`src/sv/tcg_ram.sv`:
```
// ----------------------------------------------------------------------------
// tcg_ram : simple dual-port synchronous memory
// one write port, one read port, registered read data held between reads
// ----------------------------------------------------------------------------
module tcg_ram #(
   parameter int WIDTH = 8,
   parameter int DEPTH = 256
) (
   input  logic                     clock,
   input  logic                     we,
   input  logic [$clog2(DEPTH)-1:0] waddr,
   input  logic [WIDTH-1:0]         wdata,
   input  logic                     re,
   input  logic [$clog2(DEPTH)-1:0] raddr,
   output logic [WIDTH-1:0]         rdata
);

   logic [WIDTH-1:0] mem [DEPTH];
   logic [WIDTH-1:0] rdata_ff;

   // write port
   always_ff @(posedge clock) begin
      if (we) begin
         mem[waddr] <= wdata;
      end
   end

   // read port
   always_ff @(posedge clock) begin
      if (re) begin
         rdata_ff <= mem[raddr];
      end
   end

   assign rdata = rdata_ff;

endmodule

```
`config.mk`:
```
export PLATFORM = sky130hd
export DESIGN_NAME = tcg_ram
export DESIGN_NICKNAME = d
export VERILOG_FILES = /design/src/sv/tcg_ram.sv
export SDC_FILE = /design/constraint.sdc
export NUM_CORES = 2
export LEC_CHECK = 0
export BUFFER_PORTS_ARGS = -buffer_cell sky130_fd_sc_hd__buf_4
export CORE_MARGIN = 2
export CORE_UTILIZATION = 50
export DETAILED_ROUTE_END_ITERATION = 8
export MAX_ROUTING_LAYER = met4
export PLACE_DENSITY = 0.71
export SYNTH_ARGS = -nofsm -noshare
export SYNTH_HDL_FRONTEND = slang
export SYNTH_SLANG_ARGS = --single-unit
```
`constraint.sdc`:
```
create_clock -name clock -period 8.6 [get_ports clock]
set_clock_uncertainty 0.1 [all_clocks]
set_input_delay 2.58 -clock clock [delete_from_list [all_inputs] [get_ports clock]]
set_output_delay 2.58 -clock clock [all_outputs]
set_load 0.01 [all_outputs]
```
[After elaboration in Yosys (flattened, before gate mapping)]
Memories as Yosys holds them, arrays and structs flattened. A register that Yosys moved wholly into a read port is not among the register bits.
Cells that the tools add are included.
Storage, ports and cells
  output and inout port bits: 8
  memory bits (read-only): 0
  bits of input ports: 27
  memory bits (writable): 2048
  memories kept: 1
  latch bits: 0
  word-level logic and storage cells: 3
  bits in registers: 0
Memory list
  mem: depth 256, bits a word 8, rd ports 1, clocked after Yosys merged registers in 1, write ports 1, RTL line 18  | logic [WIDTH-1:0] mem [DEPTH];
Operators by class
  add/subtract/negate cells: 0
  shift operators: 0
  $mul: 0
  mux-type cells: 2
  div/mod/pow operators: 0
  bitwise logic cells: 0
  equality and inequality tests: 0
  order comparisons: 0
  reductions and logical operators: 0
Operators with widths (number)
  $mux W1: 2

[Logic depth before layout (Yosys ltp)]
  word-level depth: 2
  gate-level depth with buffers: 11
  depth with buffers taken out: 6

[Worst setup path after synthesis]
OpenSTA, ideal clock, no wires.
  kind: in2reg
  start point: input port raddr[0]
  end point: register rdata_ff[2], in the netlist rdata[2] (read register of mem) (data pin)
  library setup time: 269 ps
  cell stages on the path: 9
  arrival time: 4387 ps
  path buffers: 4
  required time: 8231 ps
  setup slack: 3844 ps
  path through: buf_6 buf_12 buf_8 buf_2 mux4_2 a22oi_1 a21oi_1 nor4_1 nor4_2
RTL lines
  start: declaration: RTL line 14  | input logic [$clog2(DEPTH)-1:0] raddr,
  end: declaration: RTL line 19  | logic [WIDTH-1:0] rdata_ff;

==> results.json <==
{
  "status": "finished clean",
  "dpl_cell_area_sq_um": 81900,
  "post-cts-setup-buffers": 0,
  "htree_levels": 4,
  "hold_viol": 0,
  "cts.repair.resized": 0,
  "fin_nets": 3840,
  "die_w_um": 403,
  "dp_cells": 5692,
  "cp_max_fo": 92,
  "wl_mm": 189,
  "cts_buffers": 191,
  "leakage_nw": 26.9,
  "syn_inst": 3733,
  "grt_overflow": 0,
  "fin_crit_sh_pct": 71.6,
  "core-area_sq_um": 158000,
  "met1_length_mm": 73.1,
  "slew_violations": 0,
  "drt_iter0_drc": 5427,
  "cts_hold_buf": 0,
  "cts.clk_slew.worst_paths_ps": 60,
  "first_global_vias": 38765,
  "stdcell_count": 6055,
  "cts_tree": "yes",
  "cp.required_ps": 9010,
  "netlist_area_sq_um": 79600,
  "rsz0062_at_grt": "no",
  "synth_area_per_cell_sq_um": 21.3,
  "clk_path_buf_depth": 3,
  "antenna_found_initial": 9,
  "synthArstFlopShare_pct": 0,
  "dp_slack_ps": 1610,
  "drive_gt1_share_pct": 21.4,
  "synth-edff-count": 2056,
  "grt_max_degree": 163,
  "die-area_sq_um": 162000,
  "drc_errors": 0,
  "setup_slack_ps": 2440,
  "cp-start-kind": "input port",
  "synth.distinct_cells": 54,
  "wl_per_cell_um": 31.2,
  "fin_area_sq_um": 88000,
  "place_hpwl_mm": 113,
  "num_vias": 38953,
  "place.gp.congestion": 0.886,
  "ir_worst_vdd_mv": 0.241,
  "synth-seq-cells": 2056,
  "ys_warn_count": 0,
  "grt_pass1_wl_mm": 273,
  "root_buffer": "clkbuf_16",
  "cts.sinks": 2056,
  "die_y_um": 403,
  "insertion_delay_ps": 830,
  "layout_common_cells": "2056 x edfxtp_1, 454 x mux4_2, 279 x nor2_1",
  "fmax_mhz": 162,
  "ant_nets": 0,
  "hold_class": "reg2reg",
  "firstDrtPassIters": 6,
  "r2r_slack_ps": 5380,
  "yosysSeqAreaShare_pct": 77.5,
  "end_kind": "flip-flop",
  "routed_via_density": 6.43,
  "io_buffer_count": 34,
  "syn_nets": 3760,
  "power.density_nw_per_um2": 231,
  "initial_core_util_pct": 50.3,
  "syn_to_final_growth_pct": 10.5,
  "track_usage_pct": 24.0,
  "arrival_ps": 6570,
  "io_pins": 35,
  "wl_met3_mm": 18.5,
  "maxCapViolations": 0,
  "final_common_cell": "edfxtp_1",
  "final.setup.tns_ps": 0,
  "num_rows": 146,
  "ys.flop_type": "edfxtp_1",
  "route.top_layer_used": "met4",
  "route.met2.wl_mm": 90.7,
  "fin_crit_ps": 6160,
  "worst_pin_slew_ps": 1380,
  "relSlewSlack_pct": 7.77,
  "setup_viol": 0,
  "utilization_pct": 55.6,
  "crit_type": "in2reg"
}
==> logic make-up after synthesis <==
group,share of synthesized area (%)
AO/OA/AOI/OAI,3.42
multiplexers,14.6
flip-flops,77.5
buffers and inverters,1.83
AND/OR/NAND/NOR,2.63
==> registers in the layout, summed over array words and instances (netlist names) <==
name / count
mem: 2048
rdata: 8
==> synthesized netlist by cell type (10+ instances only) <==
master    number  area share [%]
a22oi_1      133             1.3
a221oi_1      13            0.14
nand4_1       10           0.079
mux4_2       454              13
clkbuf_1     111            0.52
buf_1         22            0.10
o21ai_0       10           0.063
buf_4         27            0.25
nor2b_1       31            0.24
nor4_1        24            0.19
nand2_1       33            0.16
nor2_1       282             1.3
edfxtp_1    2056              78
o221ai_1      46            0.51
nand3_1       34            0.21
mux2i_1      134             1.7
a211oi_1      16            0.15
buf_6         21            0.30
o22ai_1       28            0.22
buf_2         31            0.19
o211ai_1      10           0.094
nor3_1        22            0.14
buf_8         13            0.25
a21oi_1       96            0.60
==> worst paths after layout <==
| path | from | end | depth (start not counted) |
|---|---|---|---|
| hold / removal | mem[0][2]$_DFFE_PP_ | rdata[2]$_DFFE_PP_ | 5 |
| hold reg to reg | mem[0][2]$_DFFE_PP_ | rdata[2]$_DFFE_PP_ | 5 |
| setup / recovery | raddr[1] | rdata[0]$_DFFE_PP_ | 7 |
| setup reg to reg | mem[82][0]$_DFFE_PP_ | rdata[0]$_DFFE_PP_ | 5 |
==> where the power goes <==
group	switching [mW]	internal [mW]	total (mW)
Sequential	0.0165	11.1	11.1
Combinational	0.633	0.323	0.956
Clock	3.63	4.67	8.30
Total	4.28	16.0	20.3
==> final cells by class <==
cell class	instances	area [sq um]
clock inverter	108	997
multi-input combinational	1442	16500
clock buffer	247	5100
timing repair buffer	120	1070
sequential	2056	61700
tap	2072	2590
antenna	8	20.0
fill	11478	70200
inverter	2	7.51
==> stage by stage <==
stage / hold WS, ps / power [mW]
floorplan: 764 / 11.8
global placement: 1020 / 12.2
detailed placement: 1050 / 12.2
CTS: 1050 / 20.4
global route: 1130 / 20.8
finish: 1060 / 20.3
==> critical path: stages <==
cell and delay (ps):
buf_8 610, or2b_1 1130, o221ai_1 410, o211ai_1 310
a21oi_1 180, nor4_1 1070, nor4_2 120
==> routing by layer <==
metal	track usage, %	vias to the layer above
met5	-	-
met4	8.02	0
met3	4.27	345
met2	36.6	2159
met1	33.1	20580
li1	-	15869
Power figures use the tool's default switching activity.
